`src/hdl/dlse_pkg.sv`:
```
// ----------------------------------------------------------------------------
// dlse_pkg - shared definitions for the dual LIFO stack engine
// Sizes, operation and status codes, and the controller/datapath bundles.
// ----------------------------------------------------------------------------
package dlse_pkg;

	localparam int STACK_DEPTH = 64;
	localparam int ADDR_W      = (STACK_DEPTH > 1) ? $clog2(STACK_DEPTH) : 1;
	localparam int CNT_W       = $clog2(STACK_DEPTH + 1);
	localparam int WORD_W      = 32;
	localparam int DEPTH_W     = 7;

	typedef logic [1:0] op_t;
	typedef logic [1:0] status_t;

	localparam op_t OP_PUSH   = 2'd0;
	localparam op_t OP_POP    = 2'd1;
	localparam op_t OP_SEARCH = 2'd2;
	localparam op_t OP_CMP    = 2'd3;

	localparam status_t ST_OK    = 2'd0;
	localparam status_t ST_EMPTY = 2'd1;
	localparam status_t ST_FULL  = 2'd2;

	// controller -> datapath
	typedef struct packed {
		logic load;     // capture request
		logic exec;     // push/pop, set up scan
		logic scan_rd;  // read one entry, advance index
		logic out_load; // fill the result register
	} cmd_t;

	// datapath -> controller
	typedef struct packed {
		op_t  op;
		logic scan_end;
	} sts_t;

endpackage

```
`src/hdl/dlse_req_if.sv`:
```
// ----------------------------------------------------------------------------
// dlse_req_if - request channel of the stack engine
// Valid/ready handshake with operation, stack select and data word.
// ----------------------------------------------------------------------------
interface dlse_req_if;
	logic                             valid;
	logic                             ready;
	dlse_pkg::op_t                    op;
	logic                             stack_sel;
	logic signed [dlse_pkg::WORD_W-1:0] value;

	modport source (output valid, output op, output stack_sel, output value, input ready);
	modport sink   (input valid, input op, input stack_sel, input value, output ready);
endinterface

```
`src/hdl/dlse_rsp_if.sv`:
```
// ----------------------------------------------------------------------------
// dlse_rsp_if - result channel of the stack engine
// Valid/ready handshake with status, search/compare flags and depth.
// ----------------------------------------------------------------------------
interface dlse_rsp_if;
	logic                          valid;
	logic                          ready;
	dlse_pkg::status_t             status;
	logic                          found;
	logic                          equal;
	logic [dlse_pkg::DEPTH_W-1:0]  depth;

	modport source (output valid, output status, output found, output equal, output depth,
		input ready);
	modport sink   (input valid, input status, input found, input equal, input depth,
		output ready);
endinterface

```
`src/hdl/dual_lifo_stack_engine_top.sv`:
```
// ----------------------------------------------------------------------------
// dual_lifo_stack_engine_top - two bounded LIFO stacks of 32-bit words
// Push, pop, search and stack compare behind valid/ready channels.
// ----------------------------------------------------------------------------
// Usage:
//   req carries one request: op (push, pop, search, compare), stack_sel and
//   value. rsp returns exactly one result per request: status, found, equal
//   and the depth of the selected stack after the operation.
//   Requests are handled one at a time. Push and pop pass through accept,
//   execute and hand-off; the result register loads at hand-off.
//   Search and compare add a scan of N entries between execute and
//   hand-off, reading one entry of each stack memory per cycle over one
//   read port per memory, N being the depth of the stack searched
//   (compare: 0 when depths differ).
//   The result sits in an output register: a new request is accepted and
//   processed while an earlier result waits; only the hand-off stalls until
//   the receiver takes it, and the next request is then taken right after.
//   Reset (arst_n low) empties both stacks and drops any pending result;
//   the stack memories themselves are not cleared, nor need they be.
// ----------------------------------------------------------------------------
module dual_lifo_stack_engine_top (
	input  logic        clk,
	input  logic        arst_n,
	dlse_req_if.sink    req,
	dlse_rsp_if.source  rsp
);

	dlse_pkg::cmd_t cmd;
	dlse_pkg::sts_t sts;

	// sequencer: owns handshake and result-valid flag
	dlse_ctrl u_ctrl (
		.clk       (clk),
		.arst_n    (arst_n),
		.req_valid (req.valid),
		.req_ready (req.ready),
		.rsp_valid (rsp.valid),
		.rsp_ready (rsp.ready),
		.sts       (sts),
		.cmd       (cmd)
	);

	// datapath: stack memories, counts, scan and result payload
	dlse_dp u_dp (
		.clk           (clk),
		.arst_n        (arst_n),
		.cmd           (cmd),
		.sts           (sts),
		.req_op        (req.op),
		.req_stack_sel (req.stack_sel),
		.req_value     (req.value),
		.rsp_status    (rsp.status),
		.rsp_found     (rsp.found),
		.rsp_equal     (rsp.equal),
		.rsp_depth     (rsp.depth)
	);

	// at most one datapath command per cycle
	a_cmd_onehot: assert property (@(posedge clk) disable iff (!arst_n)
		$onehot0({cmd.load, cmd.exec, cmd.scan_rd, cmd.out_load}))
		else $error("more than one datapath command");

	// one request in flight: busy in the cycle after acceptance
	a_busy_after_accept: assert property (@(posedge clk) disable iff (!arst_n)
		(req.valid && req.ready) |=> !req.ready)
		else $error("request accepted while busy");

	// never overwrite an untaken result
	a_no_overwrite: assert property (@(posedge clk) disable iff (!arst_n)
		cmd.out_load |-> (!rsp.valid || rsp.ready))
		else $error("result register overwritten");

	// no reads past the scan limit
	a_scan_bound: assert property (@(posedge clk) disable iff (!arst_n)
		cmd.scan_rd |-> !sts.scan_end)
		else $error("scan read beyond limit");

endmodule

```
`src/hdl/dlse_ctrl.sv`:
```
// ----------------------------------------------------------------------------
// dlse_ctrl - sequencer of the stack engine
// Steps each request through execute, entry scan (search and compare only) and result hand-off.
// ----------------------------------------------------------------------------
module dlse_ctrl (
	input  logic            clk,
	input  logic            arst_n,
	input  logic            req_valid,
	output logic            req_ready,
	output logic            rsp_valid,
	input  logic            rsp_ready,
	input  dlse_pkg::sts_t  sts,
	output dlse_pkg::cmd_t  cmd
);

	localparam logic [1:0] S_IDLE = 2'd0;
	localparam logic [1:0] S_EXEC = 2'd1;
	localparam logic [1:0] S_SCAN = 2'd2;
	localparam logic [1:0] S_DONE = 2'd3;

	logic [1:0] state_q;
	logic [1:0] state_nxt;
	logic       rsp_valid_q;

	always_comb begin
		state_nxt = state_q;
		cmd       = '0;
		req_ready = 1'b0;
		unique case (state_q)
			S_IDLE: begin
				req_ready = 1'b1;
				if (req_valid) begin
					cmd.load  = 1'b1;
					state_nxt = S_EXEC;
				end
			end
			S_EXEC: begin
				cmd.exec = 1'b1;
				unique case (sts.op) inside
					dlse_pkg::OP_SEARCH, dlse_pkg::OP_CMP: state_nxt = S_SCAN;
					default: state_nxt = S_DONE;
				endcase
			end
			S_SCAN: begin
				if (!sts.scan_end) begin
					cmd.scan_rd = 1'b1;
				end else begin
					state_nxt = S_DONE;
				end
			end
			S_DONE: begin
				// result register free, or being emptied this cycle
				if (!rsp_valid_q || rsp_ready) begin
					cmd.out_load = 1'b1;
					state_nxt    = S_IDLE;
				end
			end
			default: state_nxt = S_IDLE;
		endcase
	end

	always_ff @(posedge clk or negedge arst_n) begin
		if (!arst_n) begin
			state_q     <= S_IDLE;
			rsp_valid_q <= 1'b0;
		end else begin
			state_q <= state_nxt;
			if (cmd.out_load) begin
				rsp_valid_q <= 1'b1;
			end else if (rsp_ready) begin
				rsp_valid_q <= 1'b0;
			end
		end
	end

	assign rsp_valid = rsp_valid_q;

endmodule

```
`src/hdl/dlse_dp.sv`:
```
// ----------------------------------------------------------------------------
// dlse_dp - datapath of the stack engine
// Two stack memories, entry counts, scan index, match flags, result register.
// ----------------------------------------------------------------------------
module dlse_dp (
	input  logic                              clk,
	input  logic                              arst_n,
	input  dlse_pkg::cmd_t                    cmd,
	output dlse_pkg::sts_t                    sts,
	input  dlse_pkg::op_t                     req_op,
	input  logic                              req_stack_sel,
	input  logic signed [dlse_pkg::WORD_W-1:0] req_value,
	output dlse_pkg::status_t                 rsp_status,
	output logic                              rsp_found,
	output logic                              rsp_equal,
	output logic [dlse_pkg::DEPTH_W-1:0]      rsp_depth
);

	localparam int CW = dlse_pkg::CNT_W;
	localparam int AW = dlse_pkg::ADDR_W;
	localparam int WW = dlse_pkg::WORD_W;

	// stack memories, no reset
	logic [WW-1:0] mem0 [dlse_pkg::STACK_DEPTH];
	logic [WW-1:0] mem1 [dlse_pkg::STACK_DEPTH];

	dlse_pkg::op_t     op_q;
	logic              sel_q;
	logic [WW-1:0]     val_q;
	logic [CW-1:0]     cnt0_q, cnt1_q;
	logic [CW-1:0]     idx_q, limit_q;
	dlse_pkg::status_t status_q;
	logic              found_q, match_q;
	logic [WW-1:0]     rd0_s1, rd1_s1;
	logic              rd_vld_s1;

	dlse_pkg::status_t res_status_q;
	logic              res_found_q, res_equal_q;
	logic [dlse_pkg::DEPTH_W-1:0] res_depth_q;

	logic [CW-1:0] cnt_sel;
	logic          is_full, is_empty;
	logic          wr0, wr1;
	logic [WW-1:0] rd_sel;

	assign cnt_sel  = sel_q ? cnt1_q : cnt0_q;
	assign is_full  = (cnt_sel == CW'(dlse_pkg::STACK_DEPTH));
	assign is_empty = (cnt_sel == '0);
	assign wr0      = cmd.exec && (op_q == dlse_pkg::OP_PUSH) && !is_full && !sel_q;
	assign wr1      = cmd.exec && (op_q == dlse_pkg::OP_PUSH) && !is_full && sel_q;
	assign rd_sel   = sel_q ? rd1_s1 : rd0_s1;

	assign sts.op       = op_q;
	assign sts.scan_end = (idx_q == limit_q);

	// request capture
	always_ff @(posedge clk) begin
		if (cmd.load) begin
			op_q  <= req_op;
			sel_q <= req_stack_sel;
			val_q <= req_value;
		end
	end

	// memory write ports
	always_ff @(posedge clk) begin
		if (wr0) begin
			mem0[cnt0_q[AW-1:0]] <= val_q;
		end
	end

	always_ff @(posedge clk) begin
		if (wr1) begin
			mem1[cnt1_q[AW-1:0]] <= val_q;
		end
	end

	// memory read ports, registered
	always_ff @(posedge clk) begin
		if (cmd.scan_rd) begin
			rd0_s1 <= mem0[idx_q[AW-1:0]];
			rd1_s1 <= mem1[idx_q[AW-1:0]];
		end
	end

	// counts and scan control
	always_ff @(posedge clk or negedge arst_n) begin
		if (!arst_n) begin
			cnt0_q    <= '0;
			cnt1_q    <= '0;
			idx_q     <= '0;
			limit_q   <= '0;
			rd_vld_s1 <= 1'b0;
		end else begin
			rd_vld_s1 <= cmd.scan_rd;
			if (cmd.scan_rd) begin
				idx_q <= idx_q + CW'(1);
			end
			if (cmd.exec) begin
				idx_q <= '0;
				unique case (op_q)
					dlse_pkg::OP_PUSH: begin
						limit_q <= '0;
						if (!is_full) begin
							if (sel_q) cnt1_q <= cnt1_q + CW'(1);
							else       cnt0_q <= cnt0_q + CW'(1);
						end
					end
					dlse_pkg::OP_POP: begin
						limit_q <= '0;
						if (!is_empty) begin
							if (sel_q) cnt1_q <= cnt1_q - CW'(1);
							else       cnt0_q <= cnt0_q - CW'(1);
						end
					end
					dlse_pkg::OP_SEARCH: limit_q <= cnt_sel;
					dlse_pkg::OP_CMP:    limit_q <= (cnt0_q == cnt1_q) ? cnt0_q : '0;
					default:             limit_q <= '0;
				endcase
			end
		end
	end

	// status and match flags
	always_ff @(posedge clk) begin
		if (cmd.exec) begin
			found_q  <= 1'b0;
			match_q  <= (op_q == dlse_pkg::OP_CMP) && (cnt0_q == cnt1_q);
			if ((op_q == dlse_pkg::OP_PUSH) && is_full)      status_q <= dlse_pkg::ST_FULL;
			else if ((op_q == dlse_pkg::OP_POP) && is_empty) status_q <= dlse_pkg::ST_EMPTY;
			else                                             status_q <= dlse_pkg::ST_OK;
		end else if (rd_vld_s1) begin
			if ((op_q == dlse_pkg::OP_SEARCH) && (rd_sel == val_q)) found_q <= 1'b1;
			if ((op_q == dlse_pkg::OP_CMP) && (rd0_s1 != rd1_s1))   match_q <= 1'b0;
		end
	end

	// result register
	always_ff @(posedge clk) begin
		if (cmd.out_load) begin
			res_status_q <= status_q;
			res_found_q  <= found_q;
			res_equal_q  <= match_q;
			res_depth_q  <= dlse_pkg::DEPTH_W'(cnt_sel);
		end
	end

	assign rsp_status = res_status_q;
	assign rsp_found  = res_found_q;
	assign rsp_equal  = res_equal_q;
	assign rsp_depth  = res_depth_q;

endmodule
```
`src/flat_wrapper.sv`:
```
// flat-port wrapper written by rule: the top's interface ports become plain ports
module dual_lifo_stack_engine_top_flat 
  (clk, arst_n, req_valid, req_op, req_stack_sel, req_value, req_ready, rsp_valid, rsp_status, rsp_found, rsp_equal, rsp_depth, rsp_ready);
  dlse_req_if req_i ();
  dlse_rsp_if rsp_i ();
  input  logic clk;
  input  logic arst_n;
  input wire logic [$bits(req_i.valid)-1:0] req_valid;
  input wire logic [$bits(req_i.op)-1:0] req_op;
  input wire logic [$bits(req_i.stack_sel)-1:0] req_stack_sel;
  input wire logic [$bits(req_i.value)-1:0] req_value;
  output wire logic [$bits(req_i.ready)-1:0] req_ready;
  output wire logic [$bits(rsp_i.valid)-1:0] rsp_valid;
  output wire logic [$bits(rsp_i.status)-1:0] rsp_status;
  output wire logic [$bits(rsp_i.found)-1:0] rsp_found;
  output wire logic [$bits(rsp_i.equal)-1:0] rsp_equal;
  output wire logic [$bits(rsp_i.depth)-1:0] rsp_depth;
  input wire logic [$bits(rsp_i.ready)-1:0] rsp_ready;
  assign req_i.valid = req_valid;
  assign req_i.op = req_op;
  assign req_i.stack_sel = req_stack_sel;
  assign req_i.value = req_value;
  assign req_ready = req_i.ready;
  assign rsp_valid = rsp_i.valid;
  assign rsp_status = rsp_i.status;
  assign rsp_found = rsp_i.found;
  assign rsp_equal = rsp_i.equal;
  assign rsp_depth = rsp_i.depth;
  assign rsp_i.ready = rsp_ready;
  dual_lifo_stack_engine_top u_core (.clk(clk), .arst_n(arst_n), .req(req_i), .rsp(rsp_i));
endmodule
```
`config.mk`:
```
export PLATFORM = sky130hd
export DESIGN_NAME = dual_lifo_stack_engine_top_flat
export DESIGN_NICKNAME = d
export VERILOG_FILES = /design/src/hdl/dlse_pkg.sv /design/src/hdl/dlse_req_if.sv /design/src/hdl/dlse_rsp_if.sv /design/src/hdl/dual_lifo_stack_engine_top.sv /design/src/hdl/dlse_ctrl.sv /design/src/hdl/dlse_dp.sv /design/src/flat_wrapper.sv
export SDC_FILE = /design/constraint.sdc
export NUM_CORES = 2
export LEC_CHECK = 0
export ABC_AREA = 0
export ABC_CLOCK_PERIOD_IN_PS = 5900
export BUFFER_PORTS_ARGS = -buffer_cell sky130_fd_sc_hd__buf_2
export CAP_MARGIN = 20
export CELL_PAD_IN_SITES_DETAIL_PLACEMENT = 0
export CELL_PAD_IN_SITES_GLOBAL_PLACEMENT = 1
export CORE_MARGIN = 3
export CORE_UTILIZATION = 25
export CTS_BUF_LIST = sky130_fd_sc_hd__clkbuf_2 sky130_fd_sc_hd__clkbuf_4 sky130_fd_sc_hd__clkbuf_8
export DETAILED_ROUTE_END_ITERATION = 6
export PLACE_DENSITY_LB_ADDON = 0.3
export SLEW_MARGIN = 40
export SYNTH_ARGS = -nofsm -noshare
export SYNTH_HDL_FRONTEND = slang
export SYNTH_SLANG_ARGS = --single-unit
```
`constraint.sdc`:
```
create_clock -name clk -period 5.9 [get_ports clk]
set_clock_uncertainty 0.2 [all_clocks]
set_input_delay 0.59 -clock clk [delete_from_list [all_inputs] [get_ports clk]]
set_output_delay 0.59 -clock clk [all_outputs]
set_load 0.05 [all_outputs]
```
* After elaboration in Yosys (flattened, before gate mapping)
Memories as Yosys holds them, arrays and structs flattened. A register that Yosys moved wholly into a read port is not among the register bits.
Index checks and enable logic that the tools add are counted.
** Cells by class
- $add $sub $neg :: 5
- Eq/ne operators :: 20
- Multiplexer cells :: 39
- Reductions and logical operators :: 28
** Operators with widths (count)
- $mux 7 :: 12
- $eq 32x32->1 :: 1
- $mux 32 :: 1
- $ne 32x32->1 :: 1
- $pmux 7 s2 :: 2
- $add 7x1->7 const B :: 3
- $pmux 7 s3 :: 1
- $mux 1 :: 19
- $ne 2x2->1 const B :: 9
- $eq 7x7->1 :: 2
- $sub 7x1->7 const B :: 2
- $reduce_and 6->1 :: 2
- $reduce_bool 2->1 :: 5
- $logic_and 1x1->1 :: 9
- $eq 2x2->1 const B :: 4
- $pmux 2 s4 :: 1
- $eq 7x7->1 const B :: 1
- $logic_not 7->1 :: 1
- $mux 2 :: 3
- $eq 2x1->1 const B :: 2
- $logic_not 2->1 :: 2
- $reduce_and 2->1 :: 2
- $reduce_or 2->1 :: 2
- $logic_not 1->1 :: 3
- other kinds (2) :: 2
** Word-level totals
- Flip-flop bits (word level) :: 82
- Bits in writable memories :: 4096
- Output and inout port bits :: 13
- Word-level logic and storage cells :: 111
- Memories kept :: 2
** Memories
- u_core.u_dp.mem0 :: words 64, bits a word 32, read ports 1, clocked after Yosys merged registers in 1, wr ports 1, RTL line dlse_dp.sv:24 : logic [WW-1:0] mem0 [dlse_pkg::STACK_DEPTH];
- u_core.u_dp.mem1 :: words 64, bits a word 32, read ports 1, clocked after Yosys merged registers in 1, wr ports 1, RTL line dlse_dp.sv:25 : logic [WW-1:0] mem1 [dlse_pkg::STACK_DEPTH];

* Logic depth before layout (Yosys ltp)
- Word-level depth :: 7
- Gate-level depth with buffers :: 12

* Cells and area by module
Synthesis repeated with hierarchy kept, for this count alone.
** Unflattened totals
- Cell total of the unflattened synthesis :: 6778
- Area, all modules :: 162326.9 sq um
** By module, submodules not included
- dlse_dp :: instances 1, cells each 6756, area each 162096.7 sq um
- dlse_ctrl :: instances 1, cells each 22, area each 230.2 sq um

* Worst setup path before layout
Ideal clock, no wire load.
- Path type :: flip-flop to flip-flop
- From :: register u_core.u_ctrl.state_q[1]
- To :: memory u_core.u_dp.mem1[16][0] (netlist name) (enable)
- Arrival time :: 4741 ps
- Required time :: 5197 ps
- Slack :: 456 ps
- Cell stages (with the launch flop) :: 9
- Buffers on the path :: 1
- Path through :: dfrtp_1 > inv_1 > ha_1 > nor2b_1 > and3_1 > o21a_1 > buf_2 > nand4b_1 > nor4_1
** On the way
- Longest elaborated chain between the ends :: 7
** Ends and longest elaborated chain
- start, declared :: RTL line dlse_ctrl.sv:21 : logic [1:0] state_q;
- start signal, assigned :: RTL line dlse_ctrl.sv:67 : state_q <= state_nxt;
- $eq 2x1->1 :: RTL line dlse_ctrl.sv:29 : unique case (state_q)
- $mux 1 :: RTL line dlse_ctrl.sv:29
- $logic_and 1x1->1 (3 in series) :: RTL line dlse_dp.sv:50 : assign wr1 = cmd.exec && (op_q == dlse_pkg::OP_PUSH) && !is_full && sel_q;
- $mux 1 :: RTL line dlse_dp.sv:73 : if (wr1) begin
- $mux 1 (implied by the code) :: RTL line dlse_dp.sv:74 : mem1[cnt1_q[AW-1:0]] <= val_q;
- end, declared :: RTL line dlse_dp.sv:25
No other way between the ends.

* Worst setup path in the final report
- From :: register u_core.u_dp.idx_q[1]
- To :: register u_core.u_ctrl.state_q[0]
** On the way
- Longest elaborated chain between the ends :: 3
** Ends and longest elaborated chain
- start, declared :: RTL line dlse_dp.sv:31 : logic [CW-1:0] idx_q, limit_q;
- start signal, assigned :: RTL line dlse_dp.sv:97 : idx_q <= idx_q + CW'(1);
- $eq 7x7->1 :: RTL line dlse_dp.sv:54 : assign sts.scan_end = (idx_q == limit_q);
- $ne 2x2->1 (no source line)
- $reduce_and 3->1 (no source line)
No other way between the ends.
A chain may end at the register's enable or synchronous reset.

==> flow_metrics.py <==
metrics = {
    "detailed_routing": {
        "drtAntennaViolNets": 0,
        "via_per_inst": 4.67,
        "drt_iter0_markers": 9112,
        "drc_errors": 0,
        "wl_per_cell_um": 28.4,
        "firstDrtPassIters": 6,
        "vias": 80317,
        "routed_wl_um": 488000,
    },
    "clock_network": {
        "cts_root_buffer": "clkbuf_8",
        "post_cts_buffers": 0,
        "cts_tree": "done",
        "cts_sinks": 4242,
        "ctsLongestPathBuffers": 4,
        "cts_buffers": 686,
        "path_clk_slew_ns": 0.06,
        "clkLatencyLatePin_ns": 1.25,
        "cts.htree.levels": 6,
    },
    "logic_synthesis": {
        "synth-edff-count": 4209,
        "synthCells": 7205,
        "ys_warn_count": 0,
        "synth_nets": 7251,
        "synthFlopType": "edfxtp_1",
        "synthMostInstantiatedCell": "edfxtp_1",
        "syn_avg_cell_area_um2": 22.5,
        "yosys.cell_types.count": 56,
        "ys_top_cells_by_area": "edfxtp_1 78%, mux4_2 13%, mux2i_1 2.1%, a22oi_1 1.6%, a21oi_1 0.50%",
        "synthTopCellsByCount": "4209 x edfxtp_1, 930 x mux4_2, 352 x a22oi_1, 335 x mux2i_1, 216 x clkbuf_1",
        "synth.ff_latch_count": 4242,
        "syn_area_um2": 162000,
        "yosysSeqAreaShare_pct": 78.5,
        "async_flop_share_pct": 0.754,
        "yosys.area.top_type_share_pct": 78.0,
        "synth_top_cell_by_area": "edfxtp_1",
    },
    "power": {
        "leakage_uw": 0.0574,
        "max-vdd-ir-drop_mv": 0.249,
        "p_per_area_nw_per_um2": 396,
    },
    "setup_path": {
        "path_max_fanout": 65,
        "crit_chain": "buf_12, buf_12, xnor2_1, nand4_1, o21a_4, a211o_1, dlygate4sd3_1, o31ai_1, dlygate4sd3_1",
        "critPathCaptureType": "flip-flop",
        "crit_path_top_delay_cell": "dfrtp_4",
        "cp_data_arrival_time_ns": 5.74,
        "crit_type": "reg -> reg",
        "crit_path_start_kind": "flip-flop",
        "cpPeakStageDelay_ns": 0.85,
        "required_ns": 6.88,
    },
    "layout": {
        "layout-drive-gt1-share_pct": 31.2,
        "fin_nets": 8072,
        "area_growth_pct": 18.3,
        "fill_cells": 62460,
        "instances_no_fill": 17182,
    },
    "timing": {
        "fin_ws_ns": 1.13,
        "setup_viol": 0,
        "tns_ns": 0,
        "fmax_mhz": 210,
        "min_period_over_period_pct": 80.8,
        "worst_pin_slew_ns": 1.03,
        "maxSlewViolCount": 0,
        "post-route-min-period_ns": 4.77,
        "timing.slew.headroom_pct": 31.3,
        "rsz0062_at_grt": "no",
        "timing_hold_violations_final": 0,
    },
    "global_route": {
        "track_usage_pct": 14.4,
        "grt_pass1_vias": 82938,
        "grt_antenna_before_repair": 39,
        "grt_overflow_total": 0,
        "grt_pass1_wl_um": 672000,
        "grt_max_degree": 130,
    },
    "floorplan": {
        "rows": 295,
        "die_h_um": 811,
        "die_w_um": 811,
        "die-area_um2": 658000,
        "fp.coreArea_um2": 646000,
        "num_io_pins": 52,
        "start_util_pct": 25.1,
    },
    "min_path": {
        "hold_class": "in -> async",
    },
    "flow_run": {
        "maxCapViolCount": 0,
    },
    "placement": {
        "dp.cells": 15857,
        "pre_cts_ws_ns": 1.51,
        "io_buffers": 51,
        "hpwl_um": 289000,
        "routabilityCongestion": 0.827,
    },
    "outcome": {
        "status": "complete, no violations",
    },
}
[cell usage in the layout, fill, tap and decap left out, types with 26 or more instances in the layout]
| cell type | count |
|---|---|
| buf_2 | 55 |
| or4_1 | 36 |
| nand2_1 | 88 |
| dfrtp_1 | 26 |
| a221oi_1 | 89 |
| nand4_1 | 37 |
| clkbuf_8 | 693 |
| buf_8 | 43 |
| clkinv_2 | 55 |
| buf_4 | 232 |
| mux2i_1 | 335 |
| mux2_2 | 42 |
| nor2_4 | 128 |
| mux4_2 | 930 |
| a22o_1 | 26 |
| xnor2_1 | 82 |
| clkbuf_4 | 236 |
| clkinv_1 | 165 |
| a22oi_1 | 352 |
| buf_12 | 68 |
| dlygate4sd3_1 | 76 |
| a21oi_1 | 152 |
| edfxtp_1 | 4209 |
| buf_16 | 54 |
[final timing paths]
kind	from	endpoint	slack, ns	cells past startpoint
min in group clk	u_core.u_dp.cnt1_q[6]$_DFFE_PN0P_	u_core.u_dp.cnt1_q[6]$_DFFE_PN0P_	0.32	1
max	u_core.u_dp.idx_q[1]$_DFFE_PN0P_	u_core.u_ctrl.state_q[0]$_DFFE_PN0P_	1.13	9
max reg2reg	u_core.u_dp.idx_q[1]$_DFFE_PN0P_	u_core.u_ctrl.state_q[0]$_DFFE_PN0P_	1.13	9
max in group asynchronous	arst_n	u_core.u_dp.idx_q[5]$_DFFE_PN0P_	4.97	4
min reg2reg	u_core.u_dp.cnt1_q[6]$_DFFE_PN0P_	u_core.u_dp.cnt1_q[6]$_DFFE_PN0P_	0.32	1
min	arst_n	u_core.u_ctrl.rsp_valid$_DFFE_PN0P_	0.18	4
[cells by family (layout without fill, tap and decap cells)]
| group | Yosys count | after routing | share of synthesized area (%) |
|---|---|---|---|
| and+or+nand+nor | 413 | 413 | 1.25 |
| DFF | 4242 | 4242 | 78.5 |
| adders and majority gates | 7 | 7 | 0.0541 |
| xor gates and xnor gates | 96 | 96 | 0.519 |
| other | 0 | 19 | 0 |
| muxes | 1307 | 1307 | 15.3 |
| AOI/OAI and AO/OA | 713 | 713 | 3.11 |
| buffers and inverters | 427 | 1772 | 1.24 |
[area by class of cell]
class                      count  area, um2  area share, %
inverter                      15       56.3         0.0294
clock inverter               283       1790          0.936
tap                         8613      10800           5.63
multi-input combinational   2536      33900           17.7
sequential                  4242     127000           66.4
antenna                       19       47.5         0.0248
timing repair buffer         545       6460           3.37
clock buffer                 929      11300           5.90
[metal layers]
layer  share of wire, %  GRT usage, %
met2                 47          23.1
met4                2.7          3.86
met5              0.012             0
met1                 43          20.1
met3                6.7          2.55
[power by group]
group          leakage [uW]  switching [uW]  internal [uW]
logic                0.0122            9080           6020
clock network       0.00693           11900          12900
registers            0.0383            1130          34800
[worst max-delay path, delay by kind of cell (launching register included)]
| family | cells | cell delay, ns |
|---|---|---|
| and+or+nand+nor | 1 | 0.19 |
| AOI/OAI and AO/OA | 3 | 1.03 |
| buffers and inverters | 4 | 2.06 |
| xor gates and xnor gates | 1 | 0.18 |
| DFF | 1 | 0.85 |
[what timing repair did]
item                      CTS  global route
hold endpoints to repair   87             0
hold buffers               77             0
gates resized for setup     0             0
[flip-flops by register name, indices dropped and copies added (netlist names), 7 cells and up]
| name | flops |
|---|---|
| u_core.u_dp.idx_q | 7 |
| u_core.u_dp.rd0_s1 | 32 |
| u_core.u_dp.cnt1_q | 7 |
| u_core.u_dp.val_q | 32 |
| u_core.u_dp.cnt0_q | 7 |
| u_core.u_dp.limit_q | 7 |
| u_core.u_dp.rd1_s1 | 32 |
| u_core.u_dp.mem0 | 2048 |
| u_core.u_dp.mem1 | 2048 |
| u_core.u_dp.rsp_depth | 7 |
[stage by stage]
stage | hold WS, ns | utilization [%] | cell area [um2] | power, uW
final | 0.183 | 29.7 | 192000 | 75800
after global routing | 0.159 | 29.7 | 192000 | 78800
after CTS | 0.0564 | 29.6 | 191000 | 76700
after detailed placement | 0.310 | 27.4 | 177000 | 51600
after global placement | 0.311 | 27.1 | 175000 | 51400
after floorplan | 0.0944 | - | 162000 | 45400
Note: power is estimated with default switching activity, not from simulation.
